**src/rtl/csd_pkg.sv**
```systemverilog
`default_nettype none

package csd_pkg;

    // fixed field widths
    localparam int unsigned TAG_BITS     = 6;
    localparam int unsigned OUT_KEY_BITS = 32;

    // gap shrink: g * 10 / 13, with 9 or 10 raised to 11 and a floor of 1
    localparam int unsigned SHRINK_MUL   = 10;
    localparam int unsigned SHRINK_DIV   = 13;
    // floor(2^16 / 13), the reciprocal estimate never overshoots the quotient
    localparam int unsigned RECIP_SHIFT  = 16;
    localparam int unsigned RECIP        = (1 << RECIP_SHIFT) / SHRINK_DIV;
    localparam int unsigned RECIP_MUL    = SHRINK_MUL * RECIP;
    localparam int unsigned RECIP_BITS   = 16;
    localparam int unsigned GAP_LOW      = 9;
    localparam int unsigned GAP_HIGH     = 10;
    localparam int unsigned GAP_JUMP     = 11;

    // sequencer states
    typedef enum logic [3:0] {
        S_LOAD,
        S_PASS_CHK,
        S_SHR1,
        S_SHR2,
        S_RD,
        S_CMP,
        S_WR2,
        S_EMIT_RD,
        S_EMIT
    } t_state;

endpackage

`default_nettype wire

```
**src/rtl/csd_ram.sv**
```systemverilog
`default_nettype none

module csd_ram #(
    parameter int WIDTH = 38,
    parameter int DEPTH = 64
) (
    input  wire logic                     i_clk,
    input  wire logic                     i_we,
    input  wire logic [$clog2(DEPTH)-1:0] i_waddr,
    input  wire logic [WIDTH-1:0]         i_wdata,
    input  wire logic [$clog2(DEPTH)-1:0] i_raddr_a,
    output logic      [WIDTH-1:0]         o_rdata_a,
    input  wire logic [$clog2(DEPTH)-1:0] i_raddr_b,
    output logic      [WIDTH-1:0]         o_rdata_b
);

    logic [WIDTH-1:0] r_mem [DEPTH];

    // one write port
    always_ff @(posedge i_clk) begin
        if (i_we) begin
            r_mem[i_waddr] <= i_wdata;
        end
    end

    // two registered read ports, read before write
    always_ff @(posedge i_clk) begin
        o_rdata_a <= r_mem[i_raddr_a];
        o_rdata_b <= r_mem[i_raddr_b];
    end

endmodule

`default_nettype wire

```
**src/rtl/csd_shrink.sv**
```systemverilog
`default_nettype none

module csd_shrink #(
    parameter int GAP_BITS = 7
) (
    input  wire logic                i_clk,
    input  wire logic [GAP_BITS-1:0] i_gap,
    output logic      [GAP_BITS-1:0] o_gap_next
);

    localparam int XW = GAP_BITS + 4;
    localparam int PW = GAP_BITS + csd_pkg::RECIP_BITS;

    logic [XW-1:0] r_x;
    logic [XW-1:0] r_q0;
    logic [PW-1:0] prod;
    logic [XW-1:0] rem;
    logic [XW-1:0] quo;
    logic [XW-1:0] gap_n;

    // stage one: g*10 and a quotient estimate that is exact or one low
    assign prod = PW'(i_gap) * PW'(csd_pkg::RECIP_MUL);

    always_ff @(posedge i_clk) begin
        r_x  <= XW'(i_gap) * XW'(csd_pkg::SHRINK_MUL);
        r_q0 <= XW'(prod >> csd_pkg::RECIP_SHIFT);
    end

    // stage two: one correction step, then the 11 rule and the floor
    always_comb begin
        rem = r_x - r_q0 * XW'(csd_pkg::SHRINK_DIV);
        quo = r_q0;
        if (rem >= XW'(csd_pkg::SHRINK_DIV)) begin
            quo = r_q0 + XW'(1);
        end
        gap_n = quo;
        if (quo == XW'(csd_pkg::GAP_LOW) || quo == XW'(csd_pkg::GAP_HIGH)) begin
            gap_n = XW'(csd_pkg::GAP_JUMP);
        end
        if (quo == '0) begin
            gap_n = XW'(1);
        end
    end

    assign o_gap_next = GAP_BITS'(gap_n);

endmodule

`default_nettype wire

```
**src/rtl/comb_sort_descending_top.sv**
```systemverilog
`default_nettype none

// channel   dir  valid         stall         payload
// input     in   i_in_valid    o_in_stall    i_distance_key, i_item_tag, i_last_in
// output    out  o_out_valid   i_out_stall   o_sorted_key, o_sorted_tag, o_last_out, o_overflow
//
// loading takes one item per cycle; the sort starts after the item marked last
// each pass runs S_PASS_CHK, S_SHR1 and S_SHR2 for the gap update, then S_RD and
// S_CMP per compare and S_WR2 per swap, as the pair store has one write port
// the burst then starts with S_EMIT_RD and is paced by the output stall
// reset is synchronous and clears the control state; the store needs no clearing
// the input is stalled from the last item until the burst is handed out; a
// stalled result waits in the output register while loading goes on

module comb_sort_descending_top #(
    parameter int MAX_ITEMS = 64,
    parameter int KEY_BITS  = 32
) (
    input  wire logic                               i_clk,
    input  wire logic                               i_rst_n,
    input  wire logic                               i_in_valid,
    output logic                                    o_in_stall,
    input  wire logic [31:0]                        i_distance_key,
    input  wire logic [csd_pkg::TAG_BITS-1:0]       i_item_tag,
    input  wire logic                               i_last_in,
    output logic                                    o_out_valid,
    input  wire logic                               i_out_stall,
    output logic      [csd_pkg::OUT_KEY_BITS-1:0]   o_sorted_key,
    output logic      [csd_pkg::TAG_BITS-1:0]       o_sorted_tag,
    output logic                                    o_last_out,
    output logic                                    o_overflow
);

    localparam int AW = $clog2(MAX_ITEMS);
    localparam int CW = $clog2(MAX_ITEMS + 1);
    localparam int TW = csd_pkg::TAG_BITS;
    localparam int DW = KEY_BITS + TW;
    localparam int OW = csd_pkg::OUT_KEY_BITS;

    csd_pkg::t_state r_state, n_state;

    logic [CW-1:0] r_count, n_count;
    logic [CW-1:0] r_gap, n_gap;
    logic          r_swap, n_swap;
    logic          r_ovf, n_ovf;
    logic [AW-1:0] r_idx, n_idx;
    logic [DW-1:0] r_hold, n_hold;
    logic          r_out_valid, n_out_valid;
    logic [OW-1:0] r_out_key, n_out_key;
    logic [TW-1:0] r_out_tag, n_out_tag;
    logic          r_out_last, n_out_last;
    logic          r_out_ovf, n_out_ovf;

    logic          ram_we;
    logic [AW-1:0] ram_waddr;
    logic [DW-1:0] ram_wdata;
    logic [AW-1:0] ram_raddr_a;
    logic [DW-1:0] ram_rdata_a;
    logic [DW-1:0] ram_rdata_b;
    logic [AW-1:0] pair_addr;
    logic [CW-1:0] gap_new;

    logic          in_fire;
    logic          store_ok;
    logic          do_swap;
    logic [CW:0]   j_next;
    logic          more;
    logic          out_free;
    logic          emit_fire;
    logic          emit_last;

    // pair store: key above tag
    csd_ram #(
        .WIDTH (DW),
        .DEPTH (MAX_ITEMS)
    ) u_store (
        .i_clk     (i_clk),
        .i_we      (ram_we),
        .i_waddr   (ram_waddr),
        .i_wdata   (ram_wdata),
        .i_raddr_a (ram_raddr_a),
        .o_rdata_a (ram_rdata_a),
        .i_raddr_b (pair_addr),
        .o_rdata_b (ram_rdata_b)
    );

    // gap update unit, result valid in the cycle after the gap settles
    csd_shrink #(
        .GAP_BITS (CW)
    ) u_shrink (
        .i_clk      (i_clk),
        .i_gap      (r_gap),
        .o_gap_next (gap_new)
    );

    // shared decode
    assign in_fire   = i_in_valid && (r_state == csd_pkg::S_LOAD);
    assign store_ok  = r_count < CW'(MAX_ITEMS);
    assign do_swap   = ram_rdata_a[DW-1:TW] < ram_rdata_b[DW-1:TW];
    assign pair_addr = AW'(CW'(r_idx) + r_gap);
    assign j_next    = (CW+1)'(r_idx) + (CW+1)'(r_gap) + (CW+1)'(1);
    assign more      = j_next < (CW+1)'(r_count);
    assign out_free  = !r_out_valid || !i_out_stall;
    assign emit_fire = (r_state == csd_pkg::S_EMIT) && out_free;
    assign emit_last = (CW'(r_idx) + CW'(1)) == r_count;

    // next state
    always_comb begin
        n_state = r_state;
        unique case (r_state)
            csd_pkg::S_LOAD: begin
                if (in_fire && i_last_in) begin
                    n_state = csd_pkg::S_PASS_CHK;
                end
            end
            csd_pkg::S_PASS_CHK: begin
                if (r_gap > CW'(1) || r_swap) begin
                    n_state = csd_pkg::S_SHR1;
                end else begin
                    n_state = csd_pkg::S_EMIT_RD;
                end
            end
            csd_pkg::S_SHR1: begin
                n_state = csd_pkg::S_SHR2;
            end
            csd_pkg::S_SHR2: begin
                if (gap_new >= r_count) begin
                    n_state = csd_pkg::S_PASS_CHK;
                end else begin
                    n_state = csd_pkg::S_RD;
                end
            end
            csd_pkg::S_RD: begin
                n_state = csd_pkg::S_CMP;
            end
            csd_pkg::S_CMP: begin
                if (do_swap) begin
                    n_state = csd_pkg::S_WR2;
                end else if (more) begin
                    n_state = csd_pkg::S_RD;
                end else begin
                    n_state = csd_pkg::S_PASS_CHK;
                end
            end
            csd_pkg::S_WR2: begin
                if (more) begin
                    n_state = csd_pkg::S_RD;
                end else begin
                    n_state = csd_pkg::S_PASS_CHK;
                end
            end
            csd_pkg::S_EMIT_RD: begin
                n_state = csd_pkg::S_EMIT;
            end
            csd_pkg::S_EMIT: begin
                if (emit_fire && emit_last) begin
                    n_state = csd_pkg::S_LOAD;
                end
            end
            default: begin
                n_state = csd_pkg::S_LOAD;
            end
        endcase
    end

    // store port control and input stall
    always_comb begin
        ram_we      = 1'b0;
        ram_waddr   = r_idx;
        ram_wdata   = ram_rdata_a;
        ram_raddr_a = r_idx;
        o_in_stall  = (r_state != csd_pkg::S_LOAD);
        unique case (r_state)
            csd_pkg::S_LOAD: begin
                ram_we    = in_fire && store_ok;
                ram_waddr = AW'(r_count);
                ram_wdata = {KEY_BITS'(i_distance_key), i_item_tag};
            end
            csd_pkg::S_CMP: begin
                // earlier entry moves up to the later slot
                ram_we    = do_swap;
                ram_waddr = pair_addr;
                ram_wdata = ram_rdata_a;
            end
            csd_pkg::S_WR2: begin
                ram_we    = 1'b1;
                ram_waddr = r_idx;
                ram_wdata = r_hold;
            end
            csd_pkg::S_EMIT: begin
                if (emit_fire) begin
                    ram_raddr_a = r_idx + AW'(1);
                end
            end
            default: begin
                ram_we = 1'b0;
            end
        endcase
    end

    // datapath next values
    always_comb begin
        n_count     = r_count;
        n_gap       = r_gap;
        n_swap      = r_swap;
        n_ovf       = r_ovf;
        n_idx       = r_idx;
        n_hold      = r_hold;
        n_out_key   = r_out_key;
        n_out_tag   = r_out_tag;
        n_out_last  = r_out_last;
        n_out_ovf   = r_out_ovf;
        n_out_valid = r_out_valid && i_out_stall;
        unique case (r_state)
            csd_pkg::S_LOAD: begin
                if (in_fire) begin
                    if (store_ok) begin
                        n_count = r_count + CW'(1);
                    end else begin
                        n_ovf = 1'b1;
                    end
                    if (i_last_in) begin
                        n_gap  = store_ok ? r_count + CW'(1) : r_count;
                        n_swap = 1'b0;
                    end
                end
            end
            csd_pkg::S_PASS_CHK: begin
                n_idx = '0;
            end
            csd_pkg::S_SHR2: begin
                n_gap  = gap_new;
                n_swap = 1'b0;
                n_idx  = '0;
            end
            csd_pkg::S_CMP: begin
                if (do_swap) begin
                    n_swap = 1'b1;
                    n_hold = ram_rdata_b;
                end else begin
                    n_idx = r_idx + AW'(1);
                end
            end
            csd_pkg::S_WR2: begin
                n_idx = r_idx + AW'(1);
            end
            csd_pkg::S_EMIT: begin
                if (emit_fire) begin
                    n_out_valid = 1'b1;
                    n_out_key   = OW'(ram_rdata_a[DW-1:TW]);
                    n_out_tag   = ram_rdata_a[TW-1:0];
                    n_out_last  = emit_last;
                    n_out_ovf   = r_ovf;
                    if (emit_last) begin
                        n_count = '0;
                        n_gap   = '0;
                        n_swap  = 1'b0;
                        n_ovf   = 1'b0;
                    end else begin
                        n_idx = r_idx + AW'(1);
                    end
                end
            end
            default: begin
                n_idx = r_idx;
            end
        endcase
    end

    // control registers
    always_ff @(posedge i_clk) begin
        if (!i_rst_n) begin
            r_state     <= csd_pkg::S_LOAD;
            r_count     <= '0;
            r_gap       <= '0;
            r_swap      <= 1'b0;
            r_ovf       <= 1'b0;
            r_idx       <= '0;
            r_out_valid <= 1'b0;
        end else begin
            r_state     <= n_state;
            r_count     <= n_count;
            r_gap       <= n_gap;
            r_swap      <= n_swap;
            r_ovf       <= n_ovf;
            r_idx       <= n_idx;
            r_out_valid <= n_out_valid;
        end
    end

    // payload registers
    always_ff @(posedge i_clk) begin
        r_hold     <= n_hold;
        r_out_key  <= n_out_key;
        r_out_tag  <= n_out_tag;
        r_out_last <= n_out_last;
        r_out_ovf  <= n_out_ovf;
    end

    assign o_out_valid  = r_out_valid;
    assign o_sorted_key = r_out_key;
    assign o_sorted_tag = r_out_tag;
    assign o_last_out   = r_out_last;
    assign o_overflow   = r_out_ovf;

endmodule

`default_nettype wire
```
**config.mk**
```make
export PLATFORM = sky130hd
export DESIGN_NAME = comb_sort_descending_top
export DESIGN_NICKNAME = d
export VERILOG_FILES = /design/src/rtl/csd_pkg.sv /design/src/rtl/csd_ram.sv /design/src/rtl/csd_shrink.sv /design/src/rtl/comb_sort_descending_top.sv
export SDC_FILE = /design/constraint.sdc
export NUM_CORES = 2
export LEC_CHECK = 0
export BUFFER_PORTS_ARGS = -buffer_cell sky130_fd_sc_hd__buf_2
export CORE_ASPECT_RATIO = 0.7
export CORE_MARGIN = 2
export CORE_UTILIZATION = 64
export DETAILED_ROUTE_END_ITERATION = 16
export PLACE_DENSITY = 0.8
export SLEW_MARGIN = 30
export SYNTH_ARGS = -nofsm -noshare
export SYNTH_HDL_FRONTEND = slang
export SYNTH_SLANG_ARGS = --single-unit
export TNS_END_PERCENT = 1
```
**constraint.sdc**
```tcl
create_clock -name i_clk -period 7.5 [get_ports i_clk]
set_input_delay 0.375 -clock i_clk [delete_from_list [all_inputs] [get_ports i_clk]]
set_output_delay 0.375 -clock i_clk [all_outputs]
set_load 0.03 [all_outputs]
```
# Word-level counts from Yosys, hierarchy flattened

Memory sizes are Yosys's and may differ from the RTL's. A register that Yosys moved wholly into a read port is not among the register bits.
Cells that the tools add are included.

Flip-flop bits (word level): 122
Memories kept: 1
Bits in writable memories: 2432

Memory list:

| memory        | depth | width | read ports | clocked after Yosys merged registers in | wr ports | RTL line      | RTL |
|---|---|---|---|---|---|---|---|
| u_store.r_mem | 64    | 38    | 2          | 2                                       | 1        | csd_ram.sv:17 | `logic [WIDTH-1:0] r_mem [DEPTH];` |

Multiply operators: 3
Muxes and demuxes: 40
Add/sub/neg operators: 8
Equal/unequal tests: 21
Reduce and logical (&&, ||, !) cells: 27
$lt $le $gt $ge: 6

Operators with widths:

| cell                    | count |
|---|---|
| $pmux W38 S2            | 1 |
| $mux W7                 | 8 |
| $pmux W4 S9             | 1 |
| $lt A32 B32 Y1          | 1 |
| $mux W6                 | 5 |
| $pmux W6 S4             | 1 |
| $mul A7 B15 Y22 const B | 1 |
| $pmux W7 S3             | 1 |
| $eq A4 B3 Y1 const B    | 4 |
| $eq A8 B4 Y1 const B    | 2 |
| $ne A2 B2 Y1 const B    | 8 |
| $pmux W7 S2             | 1 |
| $mux W3                 | 4 |
| $pmux W6 S2             | 1 |
| $reduce_bool A4 Y1      | 3 |
| $ge A11 B4 Y1 const B   | 1 |
| $logic_not A11 Y1       | 1 |
| $mul A7 B4 Y11 const B  | 1 |
| $mux W1                 | 11 |
| $sub A11 B11 Y11        | 1 |
| $mul A7 B3 Y10 const B  | 1 |
| $reduce_and A5 Y1       | 2 |
| $add A6 B7 Y8           | 1 |
| $add A7 B1 Y8 const B   | 1 |
| 29 further kinds        | 43 |

# Depth between registers and ports, before layout

Word-level depth: 11
Mapped depth: 27
Gate-level depth less buffers: 27

# Hierarchy

Synthesis repeated with hierarchy kept, for this count alone.

Cells, all modules: 6100
Area, all modules: 123204.4 um^2

By module, submodules not included:

| module                   | times used | sequential area each (um^2) | cells each | area each (um^2) |
|---|---|---|---|---|
| csd_ram                  | 1          | 74551.5                     | 5076       | 113537.6 |
| comb_sort_descending_top | 1          | 2882.8                      | 669        | 6353.6 |
| csd_shrink               | 1          | 340.3                       | 355        | 3313.2 |

# Worst setup path after synthesis

No wires, ideal clock.

Path type: register to register
Start: register u_store.o_rdata_b[23], read port of u_store.r_mem
End: memory u_store.r_mem[24][0] (enable)
Path slack: 1.452 ns
Stages on the path, launching flop included: 15
Data arrival time: 5.615 ns
Period minus slack after synthesis: 6.048 ns
Setup time: 0.433 ns
Required time: 7.067 ns
Cells stage by stage: dfxtp_1 inv_1 ha_1 a21o_1 a21o_1 a21o_1 a21o_1 a21oi_1 o21ai_0 a211oi_1 and3_1 clkbuf_1 clkbuf_1 o211ai_1 nor2_1

Longest elaborated chain between the ends: 4

Ends and longest elaborated chain:

| item                          | RTL line                        | RTL |
|---|---|---|
| start: declaration            | csd_ram.sv:14                   | `output logic [WIDTH-1:0] o_rdata_b` |
| $lt A32 B32 Y1                | comb_sort_descending_top.sv:99  | `assign do_swap = ram_rdata_a[DW-1:TW] < ram_rdata_b[DW-1:TW];` |
| $pmux W1 S3                   | comb_sort_descending_top.sv:173 | `unique case (r_state)` |
| $mux W1                       | csd_ram.sv:21                   | `if (i_we) begin` |
| $mux W1 (not written as such) | csd_ram.sv:22                   | `r_mem[i_waddr] <= i_wdata;` |
| end: declaration              | csd_ram.sv:17                   |  |

No other way between the ends.

# Final worst setup path

Start: register u_shrink.r_q0[0]
End: register r_state[0]

Longest elaborated chain between the ends: 11
Elaborated cells between the ends (all ways): 14
Those cells by class: add/sub: 2; mul: 1; order compare: 2; eq/ne: 2; mux: 5; reduce/logical: 2

Ends and longest elaborated chain:

| item                     | RTL line                        | RTL |
|---|---|---|
| start: declaration       | csd_shrink.sv:15                | `logic [XW-1:0] r_q0;` |
| start signal: assignment | csd_shrink.sv:26                | `r_q0 <= XW'(prod >> csd_pkg::RECIP_SHIFT);` |
| $mul A7 B4 Y11           | csd_shrink.sv:31                | `rem = r_x - r_q0 * XW'(csd_pkg::SHRINK_DIV);` |
| $sub A11 B11 Y11         | csd_shrink.sv:31                |  |
| $ge A11 B4 Y1            | csd_shrink.sv:33                | `if (rem >= XW'(csd_pkg::SHRINK_DIV)) begin` |
| $mux W8 (*)              | csd_shrink.sv:33                |  |
| $eq A8 B4 Y1             | csd_shrink.sv:37                | `if (quo == XW'(csd_pkg::GAP_LOW) \|\| quo == XW'(csd_pkg::GAP_HIGH)) begin` |
| $logic_or A1 B1 Y1       | csd_shrink.sv:37                |  |
| $mux W7                  | csd_shrink.sv:37                |  |
| $mux W7 (*)              | csd_shrink.sv:40                | `if (quo == '0) begin` |
| $ge A7 B7 Y1 (*)         | comb_sort_descending_top.sv:127 | `if (gap_new >= r_count) begin` |
| $mux W3 (*)              | comb_sort_descending_top.sv:127 |  |
| $pmux W4 S9 (*)          | comb_sort_descending_top.sv:110 | `unique case (r_state)` |
| end signal: assignment   | comb_sort_descending_top.sv:273 | `r_state <= csd_pkg::S_LOAD;` |
| end signal: assignment   | comb_sort_descending_top.sv:281 | `r_state <= n_state;` |
| end: declaration         | comb_sort_descending_top.sv:40  | `csd_pkg::t_state r_state, n_state;` |

Mark *: on every way between the ends. The rest lies on a longest branch, timed or not.
A chain may end at the register's enable or synchronous reset.

==> metrics.md <==
| Metric | Value |
|---|---|
| Met1 wire length | `126000 um` |
| Crit path DAT | `7.01 ns` |
| Largest net degree at the start of global routing | `136` |
| Actual slew at the worst max-slew pin | `1.07 ns` |
| Final setup vio count | `0` |
| Die footprint | `a little under 200000 um^2` |
| Core area | `190000 um^2` |
| Dominant combinational cell family by area after synthesis | `multiplexers` |
| Weighted congestion reported at the end of routability-driven placement | `0.867` |
| Class of the most critical hold timing path | `in2reg` |
| Synth Area in Simple Gates | `1.66%` |
| Total of warnings raised by yosys | `0` |
| Number of global-route vias before repair | `about 70000` |
| Fraction of synthesis flops using an asynchronous set or reset pin | `0%` |
| Leakage power of the design | `43.8 nW` |
| DRC marker count from the first detailed-route iteration | `14400` |
| Number of flops mapped to enable cells by yosys | `2510` |
| Number of antenna violations at the first check in global routing | `15` |
| DRC viols | `0` |
| Most area-hungry cell type in the Yosys netlist | `edfxtp_1` |
| Maximum fanout count along the critical path | `14` |
| Met2 wirelength from detailed routing | `169000 um` |
| Number of endpoints with negative hold slack in the final report | `0` |
| Starting utilization of the core area | `64.2%` |
| GRT Total Usage | `40.4%` |
| Skew final | `0.0736 ns` |
| Number of distinct library cell variants in the gate-level netlist after synthesis | `64` |
| Leading register cell type out of synthesis | `edfxtp_1` |
| Number of pins with negative max-slew slack in the final report | `0` |
| Required time of the critical path | `a little over 8 ns` |
| Buffers added on ports | `between 80 and 90` |
| Buffers from clock root to sink, at most | `4` |
| Share of the synthesized area in the top cell type | `61.8%` |
| Detailed-routed wire length on met3 | `70600 um` |
| Global route overflow | `0` |
| TritonCTS sink count | `2630` |
| Detailed Routing Iterations Pass 1 | `8` |
| Max-slew headroom at the worst pin | `28.3%` |
| Wire length of the first global-routing pass | `543000 um` |
| Final-stage net count | `6106` |
| Share of the clock period used by the worst path | `83.5%` |
| Largest cells by area after synthesis | `edfxtp_1 (62%), mux4_2 (29%), dfxtp_1 (2.0%)` |
| Maximum level of the CTS H-tree | `4` |
| Multiplexer share of the synthesized area | `28.8%` |
| Number of placement rows | `134` |
| Layout-stage area growth over the synthesis result | `10.8%` |
| Parity-gate share of the synthesized area counting xor and xnor cells | `0.409%` |
| Quantity of gates resized following cts | `0` |
| Vias after detailed routing | `71500` |
| Compound-cell area share of the yosys netlist | `under 10%` |
| Top routing layer in use | `met5` |
| Worst skew pair latency | `around 0.93 ns` |
| Count of mapped cells out of synthesis | `around 5700` |
| Sum of routed wire length over all layers | `386000 um` |
| Util after Layout | `71.1%` |
| Total half-perimeter wirelength after legalization and detailed placement | `between 200000 and 250000 um` |
| Number of nets in the synthesized netlist | `5940` |
| Cell Pwr Density | `roughly 360 nW/um^2` |
| Root buffer cell | `clkbuf_16` |
| Delay contributed by the slowest stage of the critical path | `0.63 ns` |
| Post-Synth Adder-Cell Area | `2.00%` |
| IO Pins | `85` |
| Critical Path Source Type | `flip-flop` |
| Sort of element at the end of the critical path | `flip-flop` |
| Max VDD drop | `775 uV` |
| Top cell by count, worst path | `a21o_1` |
| Clock period minus final worst setup slack | `6.26 ns` |
| Clock buffer count from CTS | `242` |
| Remaining antenna violation count after routing | `0` |
| RSZ-0062 raised after global routing | `no` |
| Syn avg cell area | `approximately 21 um^2` |
| Synthesized area | `around 120000 um^2` |
| Sequential cell area fraction in the yosys report | `a little under two thirds` |
| Die outline height | `369 um` |
| Outcome | `finished, final reports clean` |
| Clock-pin slew on the worst setup and hold paths | `approximately 0.070 ns` |
| Post-DR wirelength/cell | `44.8 um` |
| Register bit total from synthesis | `2630` |
| Post-CTS Setup Inserts | `0` |
| Highest achievable clock rate | `160 MHz` |
| Number of maximum-capacitance constraint violations | `0` |
| Aggregate negative setup slack | `0 ns` |
| Die width | `526 um` |
| Slowest cell on crit path | `dfxtp_1` |
| Post-detailed-route via-to-cell ratio | `8.30` |
| Fraction of final layout cells with drive strength greater than 1 | `about two fifths` |
| Critical path class | `reg2reg` |
| CTS tree | `built` |
final cells by class:
type                            count  area (um^2)
Tap cell                         2516         3150
Sequential cell                  2630        77800
Multi-Input combinational cell   2556        42900
Inverter                          131          492
Timing Repair Buffer              326         3200
Clock buffer                      319         6520
Clock inverter                    119         1200
Fill cell                       10600        54900
Antenna cell                       11         27.5
layer usage:
metal	track usage (%)	vias to the layer above
met2	57.0	8019
met1	56.5	36900
li1	-	25200
met3	16.5	1303
met4	17.3	24
met5	0	-
through the flow:
step / area, um^2 / hold WS [ns] / std cells / total power [W] / worst slack [ns]
CTS: 135000 / 0.264 / 8594 / 0.0483 / 1.24
floorplan: 122000 / 0.386 / 5721 / 0.0309 / 1.45
global route: 135000 / 0.349 / 8597 / 0.0500 / 0.772
detailed placement: 127000 / 0.405 / 8152 / 0.0359 / 1.27
finish: 135000 / 0.318 / 8608 / 0.0487 / 1.24
global placement: 127000 / 0.390 / 8139 / 0.0355 / 1.33
worst max-delay path, delay by kind of cell (launching register included):
kind,cells,cell delay (ns)
buffers and inverters,1,0.04
XOR/XNOR,1,0.36
flip-flops,1,0.63
AND/OR/NAND/NOR,4,0.39
adder cells (fa/ha/maj),5,1.91
AO/OA/AOI/OAI,14,2.82
final timing paths:
| kind | cells after the start | slack, ns | to | start |
|---|---|---|---|---|
| hold / removal | 4 | 0.32 | u_store.r_mem[58][4] | i_item_tag[4] |
| hold reg to reg | 0 | 0.42 | r_hold[0] | u_store.o_rdata_b[0] |
| setup reg to reg | 25 | 1.24 | r_state[0] | u_shrink.r_q0[0] |
| setup / recovery | 25 | 1.24 | r_state[0] | u_shrink.r_q0[0] |
cell usage after synthesis, drive strengths merged (6+ instances only):
master / number
o21ai: 22
mux2i: 11
nor2: 127
nand2b: 7
xnor2: 36
nor2b: 9
xor2: 21
ha: 146
o211ai: 12
clkbuf: 284
a31oi: 46
a22oi: 41
a21oi: 47
nand3: 14
buf: 120
inv: 130
nand4: 8
nand2: 213
o21a: 9
nor3: 9
edfxtp: 2510
mux4: 1558
and3: 6
fa: 30
a211oi: 44
dfxtp: 120
and2: 45
a21o: 28
placed cells by master (no fill, tap or decap), types with 41 or more instances in the layout:
cell type / count
a211oi_1: 44
a21oi_1: 46
a22oi_1: 41
a31oi_1: 46
and2_1: 45
buf_12: 51
buf_2: 84
buf_4: 168
clkbuf_1: 62
clkbuf_16: 244
clkinv_2: 50
dfxtp_1: 120
edfxtp_1: 2510
ha_1: 145
inv_1: 130
mux4_2: 1558
nand2_1: 212
nor2_1: 61
nor2_4: 66
report_power, final:
group          switching (W)  internal [W]  total [W]  leakage, nW
sequential          0.000540        0.0200     0.0206         23.7
combinational        0.00962       0.00610     0.0157         16.3
clock                0.00559       0.00685     0.0124         3.77
total                 0.0158        0.0330     0.0487         43.8
flip-flops by register name, indices dropped and copies added, names as in the netlist, 10 cells and up:
name	cells
u_store.r_mem	2432
r_hold	38
u_store.o_rdata_a	38
u_store.o_rdata_b	38
o_sorted_key	32
u_shrink.r_x	10
timing repair:
action                                 4_1_cts  5_1_grt
endpoints found under the hold margin       13        0
setup endpoints to repair                    0        0
hold buffers                                 4        0
cells by family after synthesis:
family,after synthesis
flops,2630
fa+ha+maj,177
buf+inv,535
mux,1569
simple gates,459
compound gates,294
xor+xnor,57
(Power assumes the default switching activity.)
